### src/sv/ial_pkg.sv
`default_nettype none
package ial_pkg;

  localparam int unsigned CAPACITY   = 64;
  localparam int unsigned DATA_WIDTH = 32;

  localparam int unsigned IDX_W = $clog2(CAPACITY);
  localparam int unsigned CNT_W = $clog2(CAPACITY + 1);
  // common width for comparing the 6-bit index field against the count
  localparam int unsigned CMP_W = (CNT_W > 7) ? CNT_W : 7;

  typedef logic [DATA_WIDTH-1:0] word_t;

  typedef enum logic [1:0] {
    OP_INSERT  = 2'd0,
    OP_DEL_IDX = 2'd1,
    OP_DEL_VAL = 2'd2,
    OP_FIND    = 2'd3
  } op_e;

  typedef enum logic [1:0] {
    ST_OK     = 2'd0,
    ST_RANGE  = 2'd1,
    ST_FULL   = 2'd2,
    ST_ABSENT = 2'd3
  } status_e;

  typedef enum logic [1:0] {
    CMD_NONE   = 2'd0,
    CMD_INSERT = 2'd1,
    CMD_REMOVE = 2'd2
  } cmd_e;

  typedef struct packed {
    logic [1:0]  operation;
    logic [5:0]  index;
    logic [31:0] value;
  } in_t;

  typedef struct packed {
    logic [1:0] status;
    logic [5:0] position;
    logic [6:0] count;
    logic       empty_res;
  } out_t;

  // broadcast to every cell of the chain
  typedef struct packed {
    cmd_e             cmd;
    logic [IDX_W-1:0] pos;
    word_t            word;
    logic [CNT_W-1:0] count;
  } cell_ctrl_t;

endpackage
`default_nettype wire

### src/sv/ial_prio.sv
`default_nettype none
module ial_prio
  import ial_pkg::*;
(
  input  wire logic [CAPACITY-1:0] match_i,
  output logic                     found_o,
  output logic [IDX_W-1:0]         pos_o
);

  // lowest set bit wins
  always_comb begin
    found_o = 1'b0;
    pos_o   = '0;
    for (int i = CAPACITY - 1; i >= 0; i--) begin
      if (match_i[i]) begin
        found_o = 1'b1;
        pos_o   = IDX_W'(i);
      end
    end
  end

endmodule
`default_nettype wire

### config.mk
export PLATFORM = sky130hd
export DESIGN_NAME = ial_prio
export DESIGN_NICKNAME = d
export VERILOG_FILES = /design/src/sv/ial_pkg.sv /design/src/sv/ial_prio.sv
export SDC_FILE = /design/constraint.sdc
export NUM_CORES = 1
export LEC_CHECK = 0
export ABC_AREA = 1
export BUFFER_PORTS_ARGS = -buffer_cell sky130_fd_sc_hd__buf_2
export CORE_MARGIN = 5
export CORE_UTILIZATION = 29
export DETAILED_ROUTE_END_ITERATION = 10
export SLEW_MARGIN = 20
export SYNTH_ARGS = -nofsm -noshare
export SYNTH_HDL_FRONTEND = slang
export SYNTH_SLANG_ARGS = --single-unit
### constraint.sdc
create_clock -name vclk -period 15.3
set_input_delay 3.825 -clock vclk [all_inputs]
set_output_delay 3.825 -clock vclk [all_outputs]
set_load 0.05 [all_outputs]
== Word level (Yosys, flattened, before mapping) ==
Index checks and enable logic that the tools add are counted.
W data, S select, Z words.
Operators by class
  reduce and logical (&&, ||, !) cells: 0
  magnitude comparators: 0
  bitwise operators: 0
  eq/ne operators: 0
  add/subtract/negate cells: 0
  multipliers: 0
  shift operators: 0
  div/mod/pow operators: 0
  multiplexer cells: 128
Operator list (count)
  $mux W6: 64
  $mux W1: 64
Storage, ports and cells
  input port bits: 64
  latch bits: 0
  output and inout bits: 7
  bits in read-only memories: 0
  memories: 0
  RAM bits: 0
  register bits: 0

== Logic depth before layout (Yosys ltp) ==
  depth in word-level cells: 64
  depth in mapped cells: 61

== Least setup slack after synthesis ==
No wires, ideal clock.
  kind: input -> output
  from: in match_i[62]
  to: out pos_o[0]
  path slack: 4.659 ns
  cell stages on the path: 61
  arrival: 6.816 ns
  required time: 11.475 ns
  path through: inv_1 > nand2_1 > nand2_1 > nand2_1 > nand2_1 > nand2_1 > nand2_1 > nand2_1 > nand2_1 > nand2_1 > nand2_1 > nand2_1 > nand2_1 > nand2_1 > nand2_1 > nand2_1 > nand2_1 > nand2_1 > [25 not listed] > nand2_1 > nand2_1 > nand2_1 > nand2_1 > nand2_1 > nand2_1 > nand2_1 > nand2_1 > nand2_1 > nand2_1 > nand2_1 > nand2_1 > nand2_1 > nand2_1 > nand2_1 > nand2_1 > nand2_1 > a21oi_2
Between the ends
  word-level cells in the longest chain between the ends: 63
Ends and longest elaborated chain
  start, declared: line ial_prio.sv:5  | input wire logic [CAPACITY-1:0] match_i,
  $mux W6 (63 in a row): line ial_prio.sv:15  | if (match_i[i]) begin
  end, declared: line ial_prio.sv:7  | output logic [IDX_W-1:0] pos_o
No other way between the ends.

== Worst setup path in the final report ==
Ends and elaborated chain as after synthesis.

==> impl_metrics.tcl <==
set metrics [dict create \
    status "complete, no violations" \
    first_iter_violations 73 \
    critPathRequiredTime_ns 11.48 \
    syn2layout_area_growth_pct 44.87 \
    final_hold_viol_count 0 \
    setup_viol 0 \
    critical-path-slowest-cell "buf_2" \
    fin_ws_ns 4.460 \
    slew_viol_final 0 \
    dp_slack_ns 4.393 \
    seqPwrFrac_pct 0 \
    dpl_cell_area_sq_um 1325 \
    io_buffers 71 \
    min_to "pos_o[0]" \
    rsz0062_at_grt "false" \
    grt_usage_pct 10.97 \
    core-area_sq_um 3028 \
    finalPower_mw 0.02651 \
    fmax_ghz 0.09225 \
    switchingPower_mw 0.01462 \
    fin_nets 361 \
    grt_pass1_vias 1147 \
    post-synth-top-count-cell "nand2_1" \
    synth_area_leader_cell "nand2_1" \
    wire_per_inst_um 7.746 \
    nFillCells 395 \
    synth_cell_types 17 \
    top_layer_used "met3" \
    fin_crit_sh_pct 70.85 \
    critPathLaunchType "primary input" \
    hold_path_depth 3 \
    dieArea_sq_um 4377 \
    grt-ovfl-total 0 \
    design_area_sq_um 1325 \
    max_stage_delay_ns 0.27 \
    intPower_mw 0.01188 \
    ir_worst_vdd_mv 0.006659 \
    worst_pin_slew_ns 0.5217 \
    antenna_found_initial 0 \
    hold_path.class "in2out" \
    regArea_sq_um 0 \
    drive_gt1_share_pct 25.08 \
    yosys_warnings 0 \
    die_w_um 66.16 \
    pwr-share-clk_pct 0 \
    netSwitchingFraction_pct 55.16 \
    dr_wl_met2_um 1224 \
    slew_headroom_pct 64.90 \
    synth.area.top_cells "nand2_1 38%, inv_1 25%, nor2_1 14%" \
    place_inst 339 \
    cellPowerDensity_nw_per_um2 20.00 \
    grt_start_max_net_pins 6 \
    ant_nets 0 \
    grt_pass1_wl_um 4188 \
    tns_ns 0 \
    gp_routability_congestion 0.7883 \
    synth_common_cells "93 x nand2_1, 61 x inv_1, 35 x nor2_1" \
    cp_max_fo 3 \
    multiInputGateArea_sq_um 681.9 \
    num-clock-buffers 0 \
    hp-start "match_i[0]" \
    drt_pre_antenna_iters 4 \
    ctsResizeCount 0 \
    synth.yosys.seq_area_share_pct 0 \
    postLayoutCoreUtil_pct 43.76 \
    cts_setup_buffers 0 \
    rows 20 \
    critical_path.top_delay_family "simple AND/OR/NAND/NOR gates" \
    min_period_ns 10.84 \
    critPathBufInv 3 \
    start_util_pct 30.21 \
    p_comb_share_pct 100.0 \
    routed-wl-met3_um 198 \
    holdWs_ns 8.001 \
    flops_and_latches 0 \
    ios 71 \
    maxCapViolations 0 \
    avgSynthCellArea_sq_um 4.083 \
    path_common_cell "nand2_1" \
    worstSetupEndpointType "output port" \
    arrival_ns 7.01 \
    drc 0 \
    leakage_nw 0.9040 \
    wl_met1_um 1202 \
    vias_per_cell 4.080 \
    vias 1383 \
    hpwl_um 2478 \
    drt_wl_total_um 2626 \
    antenna_cells 0 \
    stdcell_count 339 \
    ctsHoldBuffers 0 \
    chipHeight_um 66.16 \
    yosysTopAreaCellShare_pct 38.17 \
    synth_cells 224 \
    synth_nets 288 \
    critPathKind "in2out" \
    synth_area_sq_um 914.6 \
]
## how the worst max path moves through the flow
stage | cells past startpoint | slack [ns] | end | start
2_1_floorplan | 61 | 4.66 | pos_o[0] | match_i[62]
5_1_grt | 63 | 3.72 | pos_o[0] | match_i[62]
3_5_place_dp | 63 | 4.39 | pos_o[0] | match_i[62]
4_1_cts | 63 | 4.39 | pos_o[0] | match_i[62]
3_3_place_gp | 63 | 4.41 | pos_o[0] | match_i[62]
6_report | 63 | 4.46 | pos_o[0] | match_i[62]
## power by group through the flow
stage               combinational, mW  clock, mW  sequential (mW)
floorplan                      0.0141          0                0
global placement               0.0266          0                0
detailed placement             0.0267          0                0
CTS                            0.0269          0                0
global route                   0.0309          0                0
finish                         0.0265          0                0
## per-layer routing
layer,up-vias,global-route usage [%]
li1,804,-
met1,539,14.11
met2,40,20.94
met3,0,0.6803
met4,0,0
met5,-,0
## placed cells by master, fill, tap and decap left out, drive strengths merged
cell type  Yosys  routed
nor3           3       3
o21bai         1       1
a211oi         3       3
nand4          2       2
inv           62      62
nor4           5       5
nor2          35      35
or2            1       1
a31oi          1       1
o211ai         1       1
a21oi          6       6
o311ai         1       1
nand3          7       7
nand2         93      93
buf            0      71
o21ai          3       3
## area by class of cell
cell class / instances / share of cell area (%)
tap: 44 / 4.155
timing repair buffer: 71 / 26.82
inverter: 62 / 17.56
multi-input combinational: 162 / 51.46
## cell families (layout without fill, tap and decap cells)
kind of cell           Yosys count  in the layout  synth area share (%)
AND/OR/NAND/NOR                146            146                 63.47
buffers and inverters           62            133                 25.44
AO/OA/AOI/OAI                   16             16                 11.08
Note: power is estimated with default switching activity, not from simulation.
