File: src/sv/ial_pkg.sv
`default_nettype none
package ial_pkg;

  localparam int unsigned CAPACITY   = 64;
  localparam int unsigned DATA_WIDTH = 32;

  localparam int unsigned IDX_W = $clog2(CAPACITY);
  localparam int unsigned CNT_W = $clog2(CAPACITY + 1);
  // common width for comparing the 6-bit index field against the count
  localparam int unsigned CMP_W = (CNT_W > 7) ? CNT_W : 7;

  typedef logic [DATA_WIDTH-1:0] word_t;

  typedef enum logic [1:0] {
    OP_INSERT  = 2'd0,
    OP_DEL_IDX = 2'd1,
    OP_DEL_VAL = 2'd2,
    OP_FIND    = 2'd3
  } op_e;

  typedef enum logic [1:0] {
    ST_OK     = 2'd0,
    ST_RANGE  = 2'd1,
    ST_FULL   = 2'd2,
    ST_ABSENT = 2'd3
  } status_e;

  typedef enum logic [1:0] {
    CMD_NONE   = 2'd0,
    CMD_INSERT = 2'd1,
    CMD_REMOVE = 2'd2
  } cmd_e;

  typedef struct packed {
    logic [1:0]  operation;
    logic [5:0]  index;
    logic [31:0] value;
  } in_t;

  typedef struct packed {
    logic [1:0] status;
    logic [5:0] position;
    logic [6:0] count;
    logic       empty_res;
  } out_t;

  // broadcast to every cell of the chain
  typedef struct packed {
    cmd_e             cmd;
    logic [IDX_W-1:0] pos;
    word_t            word;
    logic [CNT_W-1:0] count;
  } cell_ctrl_t;

endpackage
`default_nettype wire

File: src/sv/ial_cell.sv
`default_nettype none
module ial_cell
  import ial_pkg::*;
(
  input  wire logic             clk_i,
  input  wire logic [IDX_W-1:0] cell_idx_i,
  input  wire cell_ctrl_t       ctrl_i,
  input  wire word_t            left_i,
  input  wire word_t            right_i,
  output word_t                 entry_o,
  output logic                  match_o
);

  word_t entry_q, entry_d;
  logic  live;

  assign live    = CNT_W'(cell_idx_i) < ctrl_i.count;
  assign match_o = live && (entry_q == ctrl_i.word);
  assign entry_o = entry_q;

  always_comb begin
    entry_d = entry_q;
    case (ctrl_i.cmd)
      CMD_INSERT: begin
        if (cell_idx_i == ctrl_i.pos) begin
          entry_d = ctrl_i.word;
        end else if (cell_idx_i > ctrl_i.pos) begin
          entry_d = left_i;
        end
      end
      CMD_REMOVE: begin
        if (cell_idx_i >= ctrl_i.pos) begin
          entry_d = right_i;
        end
      end
      default: entry_d = entry_q;
    endcase
  end

  always_ff @(posedge clk_i) begin
    entry_q <= entry_d;
  end

endmodule
`default_nettype wire

File: config.mk
export PLATFORM = sky130hd
export DESIGN_NAME = ial_cell
export DESIGN_NICKNAME = d
export VERILOG_FILES = /design/src/sv/ial_pkg.sv /design/src/sv/ial_cell.sv
export SDC_FILE = /design/constraint.sdc
export NUM_CORES = 1
export LEC_CHECK = 0
export CAP_MARGIN = 15
export CELL_PAD_IN_SITES_DETAIL_PLACEMENT = 1
export CELL_PAD_IN_SITES_GLOBAL_PLACEMENT = 1
export CORE_MARGIN = 1
export CORE_UTILIZATION = 41
export CTS_CLUSTER_SIZE = 8
export DETAILED_ROUTE_END_ITERATION = 8
export DONT_BUFFER_PORTS = 1
export PLACE_DENSITY = 0.76
export SLEW_MARGIN = 20
export SYNTH_ARGS = -nofsm -noshare
export SYNTH_HDL_FRONTEND = slang
export SYNTH_SLANG_ARGS = --single-unit
File: constraint.sdc
create_clock -name clk_i -period 2.75 [get_ports clk_i]
set_input_delay 0.1375 -clock clk_i [delete_from_list [all_inputs] [get_ports clk_i]]
set_output_delay 0.1375 -clock clk_i [all_outputs]
set_load 0.01 [all_outputs]
# --- Yosys cells after proc, flatten, opt, wreduce, memory -nomap -nowiden ---
# Cells that the tools add are included.
totals:
  ff_bits: 32
  out_inout_bits: 33
  mem_count: 0
  ram_bits: 0
  latch_bits: 0
  elab_cells: 17
  mem_bits_ro: 0
op_classes:
  n_eq_ne: 6
  n_mux: 4
  bitwise: 0
  n_div: 0
  n_lt_le_gt_ge: 3
  n_addsub: 0
  n_mul: 0
  shift: 0
  n_reduce_logical: 3
op_table:
  columns: ["op", "n"]
  rows:
  - ["$mux W32", 3]
  - ["$pmux W32 S2", 1]
  - ["$eq A32 B32 Y1", 1]
  - ["$lt A6 B7 Y1", 1]
  - ["$eq A6 B6 Y1", 1]
  - ["$ge A6 B6 Y1", 1]
  - ["$gt A6 B6 Y1", 1]
  - ["$ne A3 B3 Y1 const B", 1]
  - ["$reduce_and A3 Y1", 1]
  - ["$eq A2 B1 Y1 const B", 1]
  - ["$eq A2 B2 Y1 const B", 1]
  - ["$ne A2 B2 Y1 const B", 1]
  - ["$reduce_bool A2 Y1", 1]
  - ["$logic_and A1 B1 Y1", 1]

# --- Longest topological paths before layout ---
# Gate-level depths: netlist of run 1.
logic_depth:
  word_depth: 4
  mapped_depth: 7
  mapped_depth_nobuf: 7

# --- Worst setup path after synthesis of run 1 ---
# OpenSTA, ideal clock, no wires.
synth_timing:
  kind: "input to register"
  start: "input port ctrl_i[44] (netlist name)"
  end: "register entry_q[0] (netlist: entry_o[0]), enable pin"
  n_path_buf: 0
  setup_time_ns: 0.432
  t_arrival_ns: 2.349
  slack_ns: -0.031
  cell_stages: 6
  required_ns: 2.318
  path_cell_list: "inv_1 > ha_1 > nand4_2 > nor2_1 > nor2_1 > a21oi_1"
synth_between:
  elab_chain_cells: 3
synth_rtl:
  columns: ["element", "line", "rtl"]
  rows:
  - ["start, declared", "ial_cell.sv:7", "input wire cell_ctrl_t ctrl_i,"]
  - ["$gt A6 B6 Y1, or another cell as far along", "ial_cell.sv:27", "end else if (cell_idx_i > ctrl_i.pos) begin"]
  - ["$ne A3 B3 Y1 (no line) or $ne A2 B2 Y1 (tied branches)", null, null]
  - ["$reduce_and A3 Y1 (no line) *", null, null]
  - ["end signal, assigned", "ial_cell.sv:41", "entry_q <= entry_d;"]
  - ["end, declared", "ial_cell.sv:14", "word_t entry_q, entry_d;"]
# Mark *: on every way between the ends. The rest lies on a longest branch, timed or not.
# A chain may end at the register's enable or synchronous reset.

# --- Worst setup path after layout of run 1 ---
layout_timing:
  start: "register entry_q[28] (netlist: entry_o[28])"
  end: "output port match_o"
layout_between:
  elab_chain_cells: 2
layout_rtl:
  columns: ["element", "line", "rtl"]
  rows:
  - ["$eq A32 B32 Y1", "ial_cell.sv:18", "assign match_o = live && (entry_q == ctrl_i.word);"]
  - ["$logic_and A1 B1 Y1", "ial_cell.sv:18", null]
  - ["end, declared", "ial_cell.sv:11", "output logic match_o"]
# Every way passes these cells.

==> metrics, run 1 <==
Worst setup EP type output pin; CTS buffer count 5; setup tns final 0 ps; placed cell area 2390 sq um; half-perimeter wire length after placement 4600 microns; GRT overflow 0; crit-path cells xor2_1 > nor4_1 > nand4_1 > nor3_1; worst hold slack 44.0 ps; drt pass-1 iters 4; WL/cell 19.3 microns; Final GP Congestion 0.738; area share of the largest cell type after synthesis 41.2%; cts hold-fix bufs 0; Buf/Inv on CP 0; core area 5510 sq um; EDFF count, synth 32; Longest Clk Path Bufs 2; CTS Sinks 32; Seq/Total Area, Yosys 41.2%; Syn Area/Cell 10.4 sq um; hold_sp right_i[23]; synth top area cells edfxtp_1 (41%), mux2i_1 (14%), xor2_1 (12%); #FFs+latches synth 32; Crit path largest cell delay 460 ps; P_leak 0.845 nW; Setup crit start kind flop; CP startpoint entry_o[28]; Cell Pwr Density 513 nW/um^2; FILL cells 617; RSZ-0062 raised after global routing no; synth warn 0; Crit path arrival time 2020 ps; P&R area growth vs syn 6.34%; 1st-iter DRT viols 32; Setup CP Type flop to output pin; Die ar. 5990 sq um; CTS tree done; Distinct cells, synth 26; Peak Freq 464 MHz; Via-to-Cell Ratio 5.58; io pins 151; Slew Viols, Final 0; final hold vios 0; nets@finish 353; Vias 1656; CP max FO 2; status completed; Global Route Usage Sum 18.9%; ANT nets after route 0; Synth area leader edfxtp_1; CP required 2610 ps; ys flop type edfxtp_1; die outline height 77.4 microns; Clock Root Buffer clkbuf_8; Hold Path Sink entry_o[23]; Setup violations, final 0; CP top delay family simple AND/OR/NAND/NOR gates; htree depth 2; die width 77.4 microns; worst setup margin 597 ps; Synth Cell Area 2330 sq um; largest net degree at the start of global routing 51; initial core utilization 42.3%; slew margin rel. 63.0%; Slowest cell on crit path edfxtp_1; DR DRC count 0; vias in the first global route 1706; global-route wire length before repair 8410 microns; overall routed net length 5720 microns; FP Rows 27; Least-Margin Pin Slew 555 ps; Min-Delay Path Depth 2; clk slew on worst S/H paths 70 ps; final antenna diode count 0; Mapped Cells 223; reported max-cap violation count 0; Post-Place Setup Slack 836 ps; initial antenna violation count 0; final instance area 2480 sq um; VDD IR max 0.173 mV; Worst Hold Class input port to flop; # resized after CTS 0; I/O Buffers 0; final worst path period need 2150 ps; Largest register FFs 32; Setup Buffers After CTS 0; ys async rst share 0%; share of layout cells above drive strength 1 10.7%; syn_nets 352; fin crit share 78.3%
## logic make-up (layout without fill, tap and decap cells)
family	count (synthesis)	after routing	share of synthesized area, %
AOI/OAI and AO/OA	41	41	10.7
xor gates and xnor gates	33	33	12.4
adders and majority gates	11	11	5.91
buffers and inverters	21	23	4.99
DFF	32	32	41.2
muxes	32	32	13.7
and+or+nand+nor	53	53	11.0
## metrics by stage
step | std cells | total power, W | util, %
finish | 297 | 0.00127 | 45.0
global route | 297 | 0.00134 | 45.0
floorplan | 223 | 0.000867 | -
CTS | 297 | 0.00130 | 45.0
global placement | 289 | 0.000923 | 43.5
detailed placement | 289 | 0.000933 | 43.5
## routing by layer
metal	GRT usage, %	up-vias	wire length, microns
met5	0	-	0
met4	6.42	0	65
met3	5.29	7	427
met2	33.5	89	2960
met1	21.7	764	2270
li1	-	796	-
## cell usage after synthesis (2+ instances only)
library cell	count
clkbuf_1	4
inv_1	11
nand2b_1	2
o21ai_0	3
o21ai_2	10
a21o_1	2
nor2_1	2
ha_1	11
buf_8	3
nand2_1	33
mux2i_1	32
nor2b_1	2
edfxtp_1	32
o21ai_1	20
nor4_1	8
xor2_1	32
a21oi_1	5
buf_2	2
nand4_1	2
## how the worst max path moves through the flow
stage | to | slack, ps | depth (start not counted)
final | match_o | 600 | 4
after global routing | match_o | 430 | 4
after CTS | match_o | 540 | 4
after detailed placement | entry_o[4] | 840 | 7
after global placement | match_o | 830 | 4
after floorplan | entry_o[0] | 680 | 6
## final cells by class
cell class                      count  area [sq um]  share of cell area, %
Multi-Input combinational cell    170          1270                   51.3
Sequential cell                    32           961                   38.8
Tap cell                           72          90.1                   3.64
Clock buffer                        6          72.6                   2.93
Inverter                           11          41.3                   1.67
Timing Repair Buffer                4          30.0                   1.21
Clock inverter                      2          11.3                  0.455
## placed cells by master (no fill, tap or decap), drive strengths merged
master and n:
mux2i 32, xnor2 1, xor2 32, nand4 3, ha 11, clkinv 1
nor3 1, o21ai 33, nand4b 1, nor4 8, clkinvlp 1, nand2b 2
buf 4, a21o 2, inv 11, a21oi 5, nand2 33, nor2b 2
nor2 3, edfxtp 32, clkbuf 6, o22ai 1
## power by group
group / internal, W / leakage [nW] / switching [W] / total [W]
registers: 0.000619 / 0.293 / 0.0000795 / 0.000699
logic: 0.0000952 / 0.513 / 0.000123 / 0.000218
clock network: 0.000175 / 0.0388 / 0.000178 / 0.000354
total: 0.000890 / 0.845 / 0.000381 / 0.00127
No activity file was read; power rests on OpenSTA's default activity.
==> run 2, diff against run 1 <==
--- a/config.mk
+++ b/config.mk
@@ -9,11 +9,11 @@
 export CELL_PAD_IN_SITES_DETAIL_PLACEMENT = 1
 export CELL_PAD_IN_SITES_GLOBAL_PLACEMENT = 1
 export CORE_MARGIN = 1
-export CORE_UTILIZATION = 41
+export CORE_UTILIZATION = 45
 export CTS_CLUSTER_SIZE = 8
 export DETAILED_ROUTE_END_ITERATION = 8
 export DONT_BUFFER_PORTS = 1
-export PLACE_DENSITY = 0.76
+export PLACE_DENSITY = 0.79
 export SLEW_MARGIN = 20
 export SYNTH_ARGS = -nofsm -noshare
 export SYNTH_HDL_FRONTEND = slang
==> constraint.sdc (replaced) <==
create_clock -name clk_i -period 2 [get_ports clk_i]
set_input_delay 0.1 -clock clk_i [delete_from_list [all_inputs] [get_ports clk_i]]
set_output_delay 0.1 -clock clk_i [all_outputs]
set_load 0.01 [all_outputs]
==> run 2 against run 1 <==
  * Power is 37% higher
  * Routed wire length increased by 1.9%
  * Combinational power up 42%
  * Clock power increased by 32%
  * Global-route usage rose by 2.6 points
  * Sequential power is 38% higher
  * Critical path type unchanged
  * Critical endpoint unchanged
==> metrics, run 2 (synthesized netlist as in run 1, its figures left out) <==
status completed; global-route wire length before repair 8540 microns; drt pass-1 iters 4; Clock Root Buffer clkbuf_8; Final GP Congestion 0.877; reported max-cap violation count 0; I/O Buffers 0; share of layout cells above drive strength 1 12.0%; Cell Pwr Density 689 nW/um^2; final antenna diode count 0; Slew Viols, Final 0; htree depth 2; Setup crit start kind flop; Core Util, Final 52.1%; CTS tree done; Largest register FFs 32; P_leak 0.861 nW; fin crit share 96.7%; die outline height 74.0 microns; hold_sp right_i[26]; ANT nets after route 0; initial antenna violation count 0; overall routed net length 5830 microns; Buf/Inv on CP 1; core area 4850 sq um; commonest non-fill, non-tap cell in the layout nand2_1; Longest Clk Path Bufs 2; Worst Hold Class input port to flop; die width 74.0 microns; largest net degree at the start of global routing 65; register area 961 sq um; Vias 1681; clk slew on worst S/H paths 70 ps; crit-path cells xor2_1 > nor4_2 > nand4_1 > nor3_2 > buf_4; final cell count without fillers 292; Crit path arrival time 1830 ps; nets@finish 354; vias in the first global route 1789; CP max FO 2; FILL cells 527; CP required 1900 ps; Slowest cell on crit path edfxtp_1; Setup violations, final 0; final hold vios 0; CTS Sinks 32; CP top delay family simple AND/OR/NAND/NOR gates; slew margin rel. 74.3%; io pins 151; placed insts 284; WL/cell 20.0 microns; final worst path period need 1930 ps; Crit path largest cell delay 460 ps; initial core utilization 48.1%; Worst setup EP type output pin; most frequent cells in the layout nand2_1 (33), mux2i_1 (32), xor2_1 (32), edfxtp_1 (32), o21ai_1 (20); CP startpoint entry_o[28]; Via-to-Cell Ratio 5.76; Die ar. 5470 sq um; Least-Margin Pin Slew 382 ps; DR DRC count 0; area occupied by multi-input gates 1280 sq um; Peak Freq 517 MHz; 1st-iter DRT viols 52; P&R area growth vs syn 8.49%; FP Rows 25; half-perimeter wire length after placement 4550 microns; GRT overflow 0; VDD IR max 0.370 mV; RSZ-0062 raised after global routing yes; Global Route Usage Sum 21.5%; Setup CP Type flop to output pin; CTS buffer count 5
==> run 2: cell count changes in the layout (fill, tap and decap cells not counted) <==
cell / delta
clkinv_1: -1
nor4_1: -1
clkinv_2: +1
buf_4: -3
nor3_2: +1
buf_12: +3
nor3_1: -1
dlygate4sd3_1: +1
nor4_2: +1
clkbuf_1: -1
==> run 2: through the flow <==
stage	area, sq um	worst slack [ps]	TNS [ps]	hold slack, ps	total power [W]
after floorplan	2340	284	0	287	0.00119
after global routing	2530	-50.0	-50.0	0.638	0.00183
after detailed placement	2420	217	0	293	0.00129
after CTS	2520	6.22	0	2.32	0.00177
after global placement	2420	196	0	288	0.00127
final	2530	65.7	0	12.6	0.00174
==> run 2: worst paths after layout <==
kind / endpoint / slack, ps / cells past startpoint
min: entry_o[26] / 10 / 2
max: match_o / 70 / 5
==> run 2: routing by layer <==
| metal | share of wire, % | GRT usage (%) | wire length, microns |
|---|---|---|---|
| met5 | 0 | 0 | 0 |
| met4 | 2.8 | 9.83 | 166 |
| met3 | 9.7 | 8.67 | 564 |
| met2 | 50 | 37.2 | 2920 |
| met1 | 37 | 23.1 | 2180 |
==> run 2: area by class of cell <==
class                      count  area share [%]
timing repair buffer           5            3.07
tap                           67            3.32
clock buffer                   5            2.72
multi-input combinational    170            50.7
sequential                    32            38.0
inverter                      11            1.63
clock inverter                 2           0.495
==> run 2: power by group <==
group | internal (W) | switching (W) | leakage [nW]
logic | 0.000140 | 0.000170 | 0.527
clock network | 0.000235 | 0.000233 | 0.0400
registers | 0.000852 | 0.000112 | 0.293
total | 0.00123 | 0.000515 | 0.861
==> run 2: what timing repair did <==
action                     in CTS  in global routing
gates resized for setup         1                  1
setup endpoints to repair       1                  1
setup buffers                   0                  0
hold buffers                    1                  0
hold endpoints to repair        1                  0
pin swaps                       1                  3
